--- config.mk ---
export PLATFORM = sky130hd
export DESIGN_NAME = fifo_job_to_earliest_server_dispatch_core
export DESIGN_NICKNAME = d
export VERILOG_FILES = /design/src/rtl/core/fjd_pkg.sv /design/src/rtl/core/fjd_ram.sv /design/src/rtl/core/fjd_ctrl.sv /design/src/rtl/core/fjd_datapath.sv /design/src/rtl/core/fifo_job_to_earliest_server_dispatch_core.sv
export VERILOG_INCLUDE_DIRS = /design/src /design/src/rtl/core
export SDC_FILE = /design/constraint.sdc
export NUM_CORES = 1
export LEC_CHECK = 0
export ABC_AREA = 1
export BUFFER_PORTS_ARGS = -buffer_cell sky130_fd_sc_hd__buf_2
export CELL_PAD_IN_SITES_DETAIL_PLACEMENT = 0
export CELL_PAD_IN_SITES_GLOBAL_PLACEMENT = 2
export CORE_MARGIN = 3
export CORE_UTILIZATION = 30
export CTS_CLUSTER_SIZE = 20
export DETAILED_ROUTE_END_ITERATION = 8
export PLACE_DENSITY_LB_ADDON = 0.1
export SLEW_MARGIN = 15
export SYNTH_ARGS = -nofsm -noshare
export SYNTH_HDL_FRONTEND = slang
export SYNTH_SLANG_ARGS = --single-unit
--- constraint.sdc ---
create_clock -name clk -period 4.35 [get_ports clk]
set_input_delay 0.87 -clock clk [delete_from_list [all_inputs] [get_ports clk]]
set_output_delay 0.87 -clock clk [all_outputs]
set_load 0.01 [all_outputs]
--- src/rtl/core/fifo_job_to_earliest_server_dispatch_core_defines.svh ---
// ----------------------------------------------------------------------------
// Dispatch core assertion macros
// Shared same-cycle and next-cycle implication forms for concurrent checks.
// ----------------------------------------------------------------------------
`ifndef FIFO_JOB_TO_EARLIEST_SERVER_DISPATCH_CORE_DEFINES_SVH
`define FIFO_JOB_TO_EARLIEST_SERVER_DISPATCH_CORE_DEFINES_SVH

// Same-cycle implication, disabled in reset.
`define FJD_ASSERT_NOW(label, clk, rst_n, ante, cons, msg) \
  label: assert property (@(posedge clk) disable iff (!rst_n) (ante) |-> (cons)) \
    else $error(msg);

// Next-cycle implication, disabled in reset.
`define FJD_ASSERT_NEXT(label, clk, rst_n, ante, cons, msg) \
  label: assert property (@(posedge clk) disable iff (!rst_n) (ante) |=> (cons)) \
    else $error(msg);

`endif

--- src/rtl/core/fjd_pkg.sv ---
// ----------------------------------------------------------------------------
// fjd_pkg
// Sizes, codes and controller/datapath link types of the dispatch core.
// ----------------------------------------------------------------------------
`timescale 1ns / 1ps

package fjd_pkg;

  localparam int NUM_SERVERS = 3;
  localparam int TABLE_SLOTS = 16;
  localparam int QUEUE_DEPTH = 16;

  localparam int OP_W    = 2;
  localparam int ID_W    = 16;
  localparam int RC_W    = 3;
  localparam int SID_W   = 4;
  localparam int TIME_W  = 16;
  localparam int ST_W    = 2;
  localparam int DELAY_W = 10;

  localparam int SLOT_IW = $clog2(TABLE_SLOTS);
  localparam int Q_IW    = $clog2(QUEUE_DEPTH);
  localparam int QCNT_W  = Q_IW + 1;
  localparam int SRV_IW  = (NUM_SERVERS > 1) ? $clog2(NUM_SERVERS) : 1;

  localparam logic [DELAY_W-1:0] DELAY_RESET = 10'd30;
  // server i comes out of reset free at TIME_STEP * i
  localparam int TIME_STEP = 5;

  localparam logic [OP_W-1:0] OP_PLACE    = 2'd0;
  localparam logic [OP_W-1:0] OP_ASSIGN   = 2'd1;
  localparam logic [OP_W-1:0] OP_COMPLETE = 2'd2;
  localparam logic [OP_W-1:0] OP_QUERY    = 2'd3;

  localparam logic [RC_W-1:0] RC_OK         = 3'd0;
  localparam logic [RC_W-1:0] RC_EMPTY      = 3'd1;
  localparam logic [RC_W-1:0] RC_NOT_FOUND  = 3'd2;
  localparam logic [RC_W-1:0] RC_TABLE_FULL = 3'd3;
  localparam logic [RC_W-1:0] RC_QUEUE_FULL = 3'd4;

  localparam logic [ST_W-1:0] ST_UNKNOWN   = 2'd0;
  localparam logic [ST_W-1:0] ST_PENDING   = 2'd1;
  localparam logic [ST_W-1:0] ST_ACTIVE    = 2'd2;
  localparam logic [ST_W-1:0] ST_DELIVERED = 2'd3;

  typedef struct packed {
    logic load;   // capture the accepted request
    logic match;  // register the table match vector, start server scan
    logic scan;   // visit one more server
    logic exec;   // commit the operation and load the result
  } cmd_t;

  typedef struct packed {
    logic is_assign;
    logic scan_last;
    logic out_free;
  } sts_t;

endpackage

--- src/rtl/core/fjd_ram.sv ---
// ----------------------------------------------------------------------------
// fjd_ram
// Generic single-write, single-read RAM with registered read data.
// ----------------------------------------------------------------------------
`timescale 1ns / 1ps

module fjd_ram #(
  parameter int WIDTH = 16,
  parameter int DEPTH = 16
) (
  input  logic                     clk,
  input  logic                     we,
  input  logic [$clog2(DEPTH)-1:0] waddr,
  input  logic [WIDTH-1:0]         wdata,
  input  logic [$clog2(DEPTH)-1:0] raddr,
  output logic [WIDTH-1:0]         rdata
);

  logic [WIDTH-1:0] mem [DEPTH];
  logic [WIDTH-1:0] rdata_r;

  always_ff @(posedge clk) begin
    if (we) begin
      mem[waddr] <= wdata;
    end
    rdata_r <= mem[raddr];
  end

  assign rdata = rdata_r;

endmodule

--- src/rtl/core/fjd_ctrl.sv ---
// ----------------------------------------------------------------------------
// fjd_ctrl
// Sequencer: accept, match, server scan, commit.
// ----------------------------------------------------------------------------
`timescale 1ns / 1ps

module fjd_ctrl (
  input  logic         clk,
  input  logic         rst_n,
  input  logic         in_valid,
  output logic         in_stall,
  input  fjd_pkg::sts_t sts,
  output fjd_pkg::cmd_t cmd
);

  localparam logic [1:0] S_IDLE  = 2'd0;
  localparam logic [1:0] S_MATCH = 2'd1;
  localparam logic [1:0] S_SCAN  = 2'd2;
  localparam logic [1:0] S_EXEC  = 2'd3;

  logic [1:0] state_r;
  logic [1:0] state_nxt;

  always_comb begin
    state_nxt = state_r;
    cmd       = '0;
    unique case (state_r)
      S_IDLE: begin
        if (in_valid) begin
          cmd.load  = 1'b1;
          state_nxt = S_MATCH;
        end
      end
      S_MATCH: begin
        cmd.match = 1'b1;
        if (sts.is_assign && (fjd_pkg::NUM_SERVERS > 1)) begin
          state_nxt = S_SCAN;
        end else begin
          state_nxt = S_EXEC;
        end
      end
      S_SCAN: begin
        cmd.scan = 1'b1;
        if (sts.scan_last) begin
          state_nxt = S_EXEC;
        end
      end
      S_EXEC: begin
        // hold until the output register can take the result
        if (sts.out_free) begin
          cmd.exec  = 1'b1;
          state_nxt = S_IDLE;
        end
      end
      default: state_nxt = S_IDLE;
    endcase
  end

  always_ff @(posedge clk) begin
    if (!rst_n) begin
      state_r <= S_IDLE;
    end else begin
      state_r <= state_nxt;
    end
  end

  assign in_stall = (state_r != S_IDLE);

endmodule

--- src/rtl/core/fjd_datapath.sv ---
// ----------------------------------------------------------------------------
// fjd_datapath
// Job queue, status table, server free times and the result register.
// ----------------------------------------------------------------------------
`timescale 1ns / 1ps

module fjd_datapath (
  input  logic                               clk,
  input  logic                               rst_n,
  input  fjd_pkg::cmd_t                      cmd,
  output fjd_pkg::sts_t                      sts,
  input  logic [fjd_pkg::OP_W-1:0]           in_operation,
  input  logic [fjd_pkg::ID_W-1:0]           in_job_id,
  input  logic                               cfg_we,
  input  logic [fjd_pkg::DELAY_W-1:0]        cfg_service_delay,
  output logic                               out_valid,
  input  logic                               out_stall,
  output logic [fjd_pkg::RC_W-1:0]           out_result_code,
  output logic [fjd_pkg::ID_W-1:0]           out_job_out,
  output logic [fjd_pkg::SID_W-1:0]          out_server_id,
  output logic [fjd_pkg::TIME_W-1:0]         out_server_time,
  output logic [fjd_pkg::ST_W-1:0]           out_job_status
);

  localparam int NS = fjd_pkg::NUM_SERVERS;
  localparam int TS = fjd_pkg::TABLE_SLOTS;
  localparam int QD = fjd_pkg::QUEUE_DEPTH;

  // request
  logic [fjd_pkg::OP_W-1:0]    op_r;
  logic [fjd_pkg::ID_W-1:0]    id_r;
  logic [fjd_pkg::DELAY_W-1:0] delay_r;

  // queue
  logic [fjd_pkg::Q_IW-1:0]    head_r;
  logic [fjd_pkg::QCNT_W-1:0]  count_r;
  logic [fjd_pkg::ID_W-1:0]    ram_rdata;
  logic                        ram_we;
  logic [fjd_pkg::Q_IW-1:0]    tail;
  logic [fjd_pkg::QCNT_W-1:0]  tail_sum;
  logic [fjd_pkg::Q_IW-1:0]    head_inc;
  logic                        q_full;
  logic                        q_empty;

  // status table
  logic [fjd_pkg::ID_W-1:0]    slot_id_r [TS];
  logic [TS-1:0]               slot_vld_r;
  logic [fjd_pkg::ST_W-1:0]    slot_st_r [TS];
  logic [TS-1:0]               match_r;
  logic [TS-1:0]               match_nxt;
  logic [fjd_pkg::ID_W-1:0]    key;
  logic [fjd_pkg::SLOT_IW-1:0] hit_idx;
  logic [fjd_pkg::SLOT_IW-1:0] free_idx;
  logic [fjd_pkg::SLOT_IW-1:0] place_idx;
  logic                        hit_any;
  logic                        free_any;
  logic                        place_ok;

  // servers
  logic [fjd_pkg::TIME_W-1:0]  sft_r [NS];
  logic [fjd_pkg::SRV_IW-1:0]  scan_r;
  logic [fjd_pkg::SRV_IW-1:0]  best_idx_r;
  logic [fjd_pkg::TIME_W-1:0]  best_time_r;
  logic [fjd_pkg::TIME_W:0]    time_sum;
  logic [fjd_pkg::TIME_W-1:0]  time_nxt;

  // result
  logic                        out_valid_r;
  logic [fjd_pkg::RC_W-1:0]    rc_r;
  logic [fjd_pkg::ID_W-1:0]    job_r;
  logic [fjd_pkg::SID_W-1:0]   sid_r;
  logic [fjd_pkg::TIME_W-1:0]  stime_r;
  logic [fjd_pkg::ST_W-1:0]    st_r;

  // ---------------------------------------------------------------- queue
  assign q_full   = (count_r == fjd_pkg::QCNT_W'(QD));
  assign q_empty  = (count_r == '0);
  assign tail_sum = fjd_pkg::QCNT_W'(head_r) + count_r;
  assign tail     = (tail_sum >= fjd_pkg::QCNT_W'(QD)) ?
                    fjd_pkg::Q_IW'(tail_sum - fjd_pkg::QCNT_W'(QD)) :
                    fjd_pkg::Q_IW'(tail_sum);
  assign head_inc = (head_r == fjd_pkg::Q_IW'(QD - 1)) ? '0 : head_r + 1'b1;

  fjd_ram #(
    .WIDTH (fjd_pkg::ID_W),
    .DEPTH (QD)
  ) u_queue_ram (
    .clk   (clk),
    .we    (ram_we),
    .waddr (tail),
    .wdata (id_r),
    .raddr (head_r),
    .rdata (ram_rdata)
  );

  // ---------------------------------------------------------------- table
  // assign looks up the job at the queue head, other requests their own id
  assign key = (op_r == fjd_pkg::OP_ASSIGN) ? ram_rdata : id_r;

  always_comb begin
    for (int i = 0; i < TS; i++) begin
      match_nxt[i] = slot_vld_r[i] && (slot_id_r[i] == key);
    end
  end

  always_comb begin
    hit_idx  = '0;
    free_idx = '0;
    for (int i = TS - 1; i >= 0; i--) begin
      if (match_r[i]) begin
        hit_idx = fjd_pkg::SLOT_IW'(i);
      end
      if (!slot_vld_r[i]) begin
        free_idx = fjd_pkg::SLOT_IW'(i);
      end
    end
  end

  assign hit_any   = |match_r;
  assign free_any  = ~&slot_vld_r;
  assign place_idx = hit_any ? hit_idx : free_idx;
  assign place_ok  = !q_full && (hit_any || free_any);
  assign ram_we    = cmd.exec && (op_r == fjd_pkg::OP_PLACE) && place_ok;

  // ---------------------------------------------------------------- servers
  assign time_sum = {1'b0, best_time_r} + (fjd_pkg::TIME_W + 1)'(delay_r);
  assign time_nxt = time_sum[fjd_pkg::TIME_W] ? '1 : time_sum[fjd_pkg::TIME_W-1:0];

  // ---------------------------------------------------------------- status
  assign sts.is_assign = (op_r == fjd_pkg::OP_ASSIGN);
  assign sts.scan_last = (scan_r == fjd_pkg::SRV_IW'(NS - 1));
  assign sts.out_free  = !out_valid_r || !out_stall;

  // ---------------------------------------------------------------- payload
  always_ff @(posedge clk) begin
    if (cmd.load) begin
      op_r <= in_operation;
      id_r <= in_job_id;
    end
    if (cmd.match) begin
      match_r     <= match_nxt;
      best_idx_r  <= '0;
      best_time_r <= sft_r[0];
      scan_r      <= fjd_pkg::SRV_IW'(1);
    end
    if (cmd.scan) begin
      // strict less-than keeps the lower server on a tie
      if (sft_r[scan_r] < best_time_r) begin
        best_idx_r  <= scan_r;
        best_time_r <= sft_r[scan_r];
      end
      scan_r <= scan_r + 1'b1;
    end
    if (ram_we) begin
      slot_id_r[place_idx] <= id_r;
    end
    if (cmd.exec) begin
      rc_r    <= fjd_pkg::RC_OK;
      job_r   <= id_r;
      sid_r   <= '0;
      stime_r <= '0;
      st_r    <= fjd_pkg::ST_UNKNOWN;
      unique case (op_r)
        fjd_pkg::OP_PLACE: begin
          if (q_full) begin
            rc_r <= fjd_pkg::RC_QUEUE_FULL;
          end else if (!place_ok) begin
            rc_r <= fjd_pkg::RC_TABLE_FULL;
          end else begin
            st_r <= fjd_pkg::ST_PENDING;
          end
        end
        fjd_pkg::OP_ASSIGN: begin
          if (q_empty) begin
            rc_r  <= fjd_pkg::RC_EMPTY;
            job_r <= '0;
          end else begin
            job_r   <= ram_rdata;
            sid_r   <= fjd_pkg::SID_W'(best_idx_r);
            stime_r <= best_time_r;
            st_r    <= fjd_pkg::ST_ACTIVE;
          end
        end
        fjd_pkg::OP_COMPLETE: begin
          if (hit_any) begin
            st_r <= fjd_pkg::ST_DELIVERED;
          end else begin
            rc_r <= fjd_pkg::RC_NOT_FOUND;
          end
        end
        fjd_pkg::OP_QUERY: begin
          if (hit_any) begin
            st_r <= slot_st_r[hit_idx];
          end else begin
            rc_r <= fjd_pkg::RC_NOT_FOUND;
          end
        end
        default: rc_r <= fjd_pkg::RC_OK;
      endcase
    end
  end

  // ---------------------------------------------------------------- state
  always_ff @(posedge clk) begin
    if (!rst_n) begin
      delay_r     <= fjd_pkg::DELAY_RESET;
      head_r      <= '0;
      count_r     <= '0;
      slot_vld_r  <= '0;
      out_valid_r <= 1'b0;
      for (int i = 0; i < TS; i++) begin
        slot_st_r[i] <= fjd_pkg::ST_UNKNOWN;
      end
      for (int i = 0; i < NS; i++) begin
        sft_r[i] <= fjd_pkg::TIME_W'(fjd_pkg::TIME_STEP * i);
      end
    end else begin
      if (cfg_we) begin
        delay_r <= cfg_service_delay;
      end
      if (cmd.exec) begin
        out_valid_r <= 1'b1;
      end else if (!out_stall) begin
        out_valid_r <= 1'b0;
      end
      if (ram_we) begin
        count_r               <= count_r + 1'b1;
        slot_vld_r[place_idx] <= 1'b1;
        slot_st_r[place_idx]  <= fjd_pkg::ST_PENDING;
      end
      if (cmd.exec && (op_r == fjd_pkg::OP_ASSIGN) && !q_empty) begin
        head_r            <= head_inc;
        count_r           <= count_r - 1'b1;
        sft_r[best_idx_r] <= time_nxt;
        if (hit_any) begin
          slot_st_r[hit_idx] <= fjd_pkg::ST_ACTIVE;
        end
      end
      if (cmd.exec && (op_r == fjd_pkg::OP_COMPLETE) && hit_any) begin
        slot_st_r[hit_idx] <= fjd_pkg::ST_DELIVERED;
      end
    end
  end

  assign out_valid       = out_valid_r;
  assign out_result_code = rc_r;
  assign out_job_out     = job_r;
  assign out_server_id   = sid_r;
  assign out_server_time = stime_r;
  assign out_job_status  = st_r;

endmodule

--- src/rtl/core/fifo_job_to_earliest_server_dispatch_core.sv ---
// ----------------------------------------------------------------------------
// fifo_job_to_earliest_server_dispatch_core
// Job queue with status table and earliest-free server assignment.
// ----------------------------------------------------------------------------
// Requests enter on in_valid/in_stall with an operation (place, assign,
// complete, query) and a job id; one result leaves on out_valid/out_stall
// for every request. cfg_valid/cfg_ready writes the service delay; ready is
// always high, and writes belong between requests.
// A request is taken only while the sequencer is idle. Each request is
// captured, then its 16-way table compare is registered; an assign then
// scans the remaining servers for the earliest free time, and every request
// ends in a commit that loads the output register, which drives out_valid.
// The result sits in an output register, so a new request is taken while
// it waits; if out_stall still holds when the next request reaches commit,
// the sequencer waits there and in_stall stays high.
// Reset clears the queue, the table valid bits and statuses, sets server
// free times to 0, 5, 10 and the service delay to 30. No clearing pass.
// ----------------------------------------------------------------------------
`timescale 1ns / 1ps
`include "fifo_job_to_earliest_server_dispatch_core_defines.svh"

module fifo_job_to_earliest_server_dispatch_core (
  input  logic                        clk,
  input  logic                        rst_n,
  input  logic                        in_valid,
  output logic                        in_stall,
  input  logic [fjd_pkg::OP_W-1:0]    in_operation,
  input  logic [fjd_pkg::ID_W-1:0]    in_job_id,
  output logic                        out_valid,
  input  logic                        out_stall,
  output logic [fjd_pkg::RC_W-1:0]    out_result_code,
  output logic [fjd_pkg::ID_W-1:0]    out_job_out,
  output logic [fjd_pkg::SID_W-1:0]   out_server_id,
  output logic [fjd_pkg::TIME_W-1:0]  out_server_time,
  output logic [fjd_pkg::ST_W-1:0]    out_job_status,
  input  logic                        cfg_valid,
  output logic                        cfg_ready,
  input  logic [fjd_pkg::DELAY_W-1:0] cfg_service_delay
);

  fjd_pkg::cmd_t cmd;
  fjd_pkg::sts_t sts;

  assign cfg_ready = 1'b1;

  fjd_ctrl u_ctrl (
    .clk      (clk),
    .rst_n    (rst_n),
    .in_valid (in_valid),
    .in_stall (in_stall),
    .sts      (sts),
    .cmd      (cmd)
  );

  fjd_datapath u_datapath (
    .clk               (clk),
    .rst_n             (rst_n),
    .cmd               (cmd),
    .sts               (sts),
    .in_operation      (in_operation),
    .in_job_id         (in_job_id),
    .cfg_we            (cfg_valid && cfg_ready),
    .cfg_service_delay (cfg_service_delay),
    .out_valid         (out_valid),
    .out_stall         (out_stall),
    .out_result_code   (out_result_code),
    .out_job_out       (out_job_out),
    .out_server_id     (out_server_id),
    .out_server_time   (out_server_time),
    .out_job_status    (out_job_status)
  );

  `FJD_ASSERT_NEXT(a_accept_blocks, clk, rst_n, in_valid && !in_stall, in_stall, "request taken while busy")
  `FJD_ASSERT_NOW(a_commit_free, clk, rst_n, cmd.exec, !(out_valid && out_stall), "commit over a stalled result")
  `FJD_ASSERT_NEXT(a_commit_shows, clk, rst_n, cmd.exec, out_valid, "commit without result")
  `FJD_ASSERT_NOW(a_one_cmd, clk, rst_n, 1'b1, $onehot0({cmd.load, cmd.match, cmd.scan, cmd.exec}), "overlapping commands")

endmodule

==> impl_metrics.tcl <==
set metrics [dict create \
    worst_slew_pin_slew_ps 1040 \
    dp.final_hpwl_um 65000 \
    syn_to_final_growth_pct 15.8 \
    p_leak_nw 13.2 \
    drt-initial-drc-count 1857 \
    die_width_um 333 \
    vias 21600 \
    power.density_mw_per_mm2 542 \
    fin_util_pct 35.2 \
    finalMaxSlewViolations 0 \
    cts_hold_buf 0 \
    finalSetupTns_ps 0 \
    synth_edf_count 683 \
    finalHoldWorstSlack_ps 384 \
    worstPathArrival_ps 3900 \
    syn_avg_cell_area_um2 12.0 \
    final_hold_viol_count 0 \
    grt_pass1_vias 21300 \
    ys_seq_area_share_pct 68.4 \
    gp_congestion 0.794 \
    finalClockSkew_ps 30.6 \
    cp-end-kind "register" \
    ys_types 61 \
    htree_levels 3 \
    grt_max_degree 82 \
    track_usage_pct 18.6 \
    cts_buffer_depth 3 \
    grt_pass1_wl_um 149000 \
    root_buffer "clkbuf_16" \
    wl_um 105000 \
    drive_above_1_share_pct 13.3 \
    design.die.area_mm2 0.111 \
    timing.final.crit_share_pct 83.0 \
    syn_inst 2676 \
    cap_viol_max_count 0 \
    antenna_found_initial 6 \
    core_area_mm2 0.106 \
    postRouteAntennaNets 0 \
    tritoncts "built" \
    ys.flop_type "edfxtp_1" \
    path_clk_slew_ps 60 \
    nets 2883 \
    cts_resized 0 \
    die_y_um 333 \
    overflow 0 \
    power.total_mw 20.2 \
    ir_worst_vdd_mv 0.271 \
    post-route-min-period_ps 3610 \
    critical_path_class "reg2reg" \
    ys_ff_latch 757 \
    io_pins 77 \
    initial_core_util_pct 30.4 \
    dr.pass1.iters 6 \
    rsz0062_at_grt "false" \
    cts_setup_buffers 0 \
    cp-start-kind "register" \
    wl_per_cell_um 24.5 \
    drc_errors 0 \
    setup_violations 0 \
    yosysWarnings 0 \
    fmax_mhz 277 \
    vias_per_cell 5.05 \
    clock-sinks 757 \
    worstPathRequired_ps 4640 \
    synth-async-reset-ratio_pct 0 \
    status "complete, no violations" \
    min_path_type "in2reg" \
    syn-cell-area_mm2 0.0322 \
    numPortBuffers 73 \
    floorplan.rows 119 \
    crit_path_max_fanout 17 \
    cts-buffers-inserted 88 \
    clk_latency_ps 660 \
    relSlewSlack_pct 30.4 \
]
==> power by group <==
| group | internal (mW) | total (mW) | switching, mW |
|---|---|---|---|
| clock | 4.25 | 7.29 | 3.04 |
| sequential | 8.49 | 8.68 | 0.185 |
| combinational | 1.10 | 4.22 | 3.12 |
==> area by class of cell <==
| type | count | area [um^2] |
|---|---|---|
| Clock inverter | 46 | 485 |
| Fill cell | 10300 | 68600 |
| Inverter | 198 | 749 |
| Tap cell | 1391 | 1740 |
| Antenna cell | 1 | 2.50 |
| Clock buffer | 114 | 2350 |
| Multi-Input combinational cell | 1609 | 8930 |
| Sequential cell | 757 | 22000 |
| Timing Repair Buffer | 155 | 981 |
==> synthesized netlist by cell type (9+ instances only) <==
library cell	count	area, um^2
nand2_1	372	1400
inv_2	24	90.1
xnor2_1	17	149
a22o_1	12	105
o32ai_1	38	333
ha_1	38	475
a21oi_1	60	300
o22ai_1	57	357
mux2i_1	26	260
or2_2	22	138
nand2_2	11	68.8
nor2_1	346	1300
o221ai_1	27	236
xor2_1	60	526
edfxtp_1	683	20500
nor4_1	24	150
buf_2	26	130
clkbuf_1	66	248
dfxtp_1	74	1480
a221oi_1	45	394
a2111oi_2	12	180
inv_1	167	627
nand3_1	120	601
buf_1	10	37.5
nor3_1	9	45.0
o21ai_0	211	1060
==> worst max-delay path, cell delays in order (launching register included) <==
cell      delay [ps]
edfxtp_1         390
inv_1             70
nand2_1           50
nand2_1           50
nand2_1           50
nand2_1           50
nand2_1           40
nand2_1           50
nand2_1           50
nand2_1           50
nand2_1           50
nand2_1           50
nand2_1           50
nand2_1           50
nand2_1           50
nand2_2          250
nand2_2          300
nand2_1          230
inv_2             60
nor2_2           450
nand2_1          290
inv_1            560
==> registers in the layout, indices dropped and copies added (netlist names), 32 cells and up, named ones only <==
name,count
u_datapath.sft_r,64
u_datapath.slot_id_r,256
u_datapath.slot_st_r,32
u_datapath.u_queue_ram.mem,256
==> logic make-up after synthesis <==
logic type	share of synthesized area, %
other	0.0234
AO/OA/AOI/OAI	10.4
buffers and inverters	3.91
flip-flops	68.4
AND/OR/NAND/NOR	12.6
XOR/XNOR	2.10
adder cells (fa/ha/maj)	1.67
multiplexers	0.844
==> path summary, 6_finish.rpt <==
| check | from | to | slack (ps) | cells after the start |
|---|---|---|---|---|
| setup / recovery | u_datapath.match_r[14] | u_datapath.slot_id_r[7][8] | 740 | 21 |
| hold / removal | in_job_id[6] | u_datapath.id_r[6] | 380 | 1 |
| setup reg to reg | u_datapath.match_r[14] | u_datapath.slot_id_r[7][8] | 740 | 21 |
| hold reg to reg | u_datapath.delay_r[4] | u_datapath.delay_r[4] | 480 | 2 |
==> metal layers <==
metal	vias to the layer above	track usage [%]	part of all wire (%)
li1	9931	-	-
met1	10800	26.9	47
met2	653	28.9	45
met3	128	3.05	5.9
met4	2	5.23	2.2
met5	-	0	0.0067
==> through the flow <==
stage	area (um^2)	cells	setup slack (ps)
CTS	37200	4270	724
detailed placement	34400	4110	730
global placement	34400	4110	730
floorplan	32200	2677	113
global route	37200	4270	377
finish	37200	4271	738
==> cells in the final DEF (no fill, tap or decap), drive strengths merged, types with 40 or more instances in the layout <==
cell | netlist | routed
a21oi | 62 | 62
a221oi | 45 | 45
buf | 47 | 155
clkbuf | 66 | 114
clkinv | 5 | 40
dfxtp | 74 | 74
edfxtp | 683 | 683
inv | 193 | 196
nand2 | 383 | 383
nand3 | 121 | 121
nor2 | 357 | 357
o21ai | 222 | 222
o22ai | 57 | 57
xor2 | 60 | 60
(Power assumes the default switching activity.)
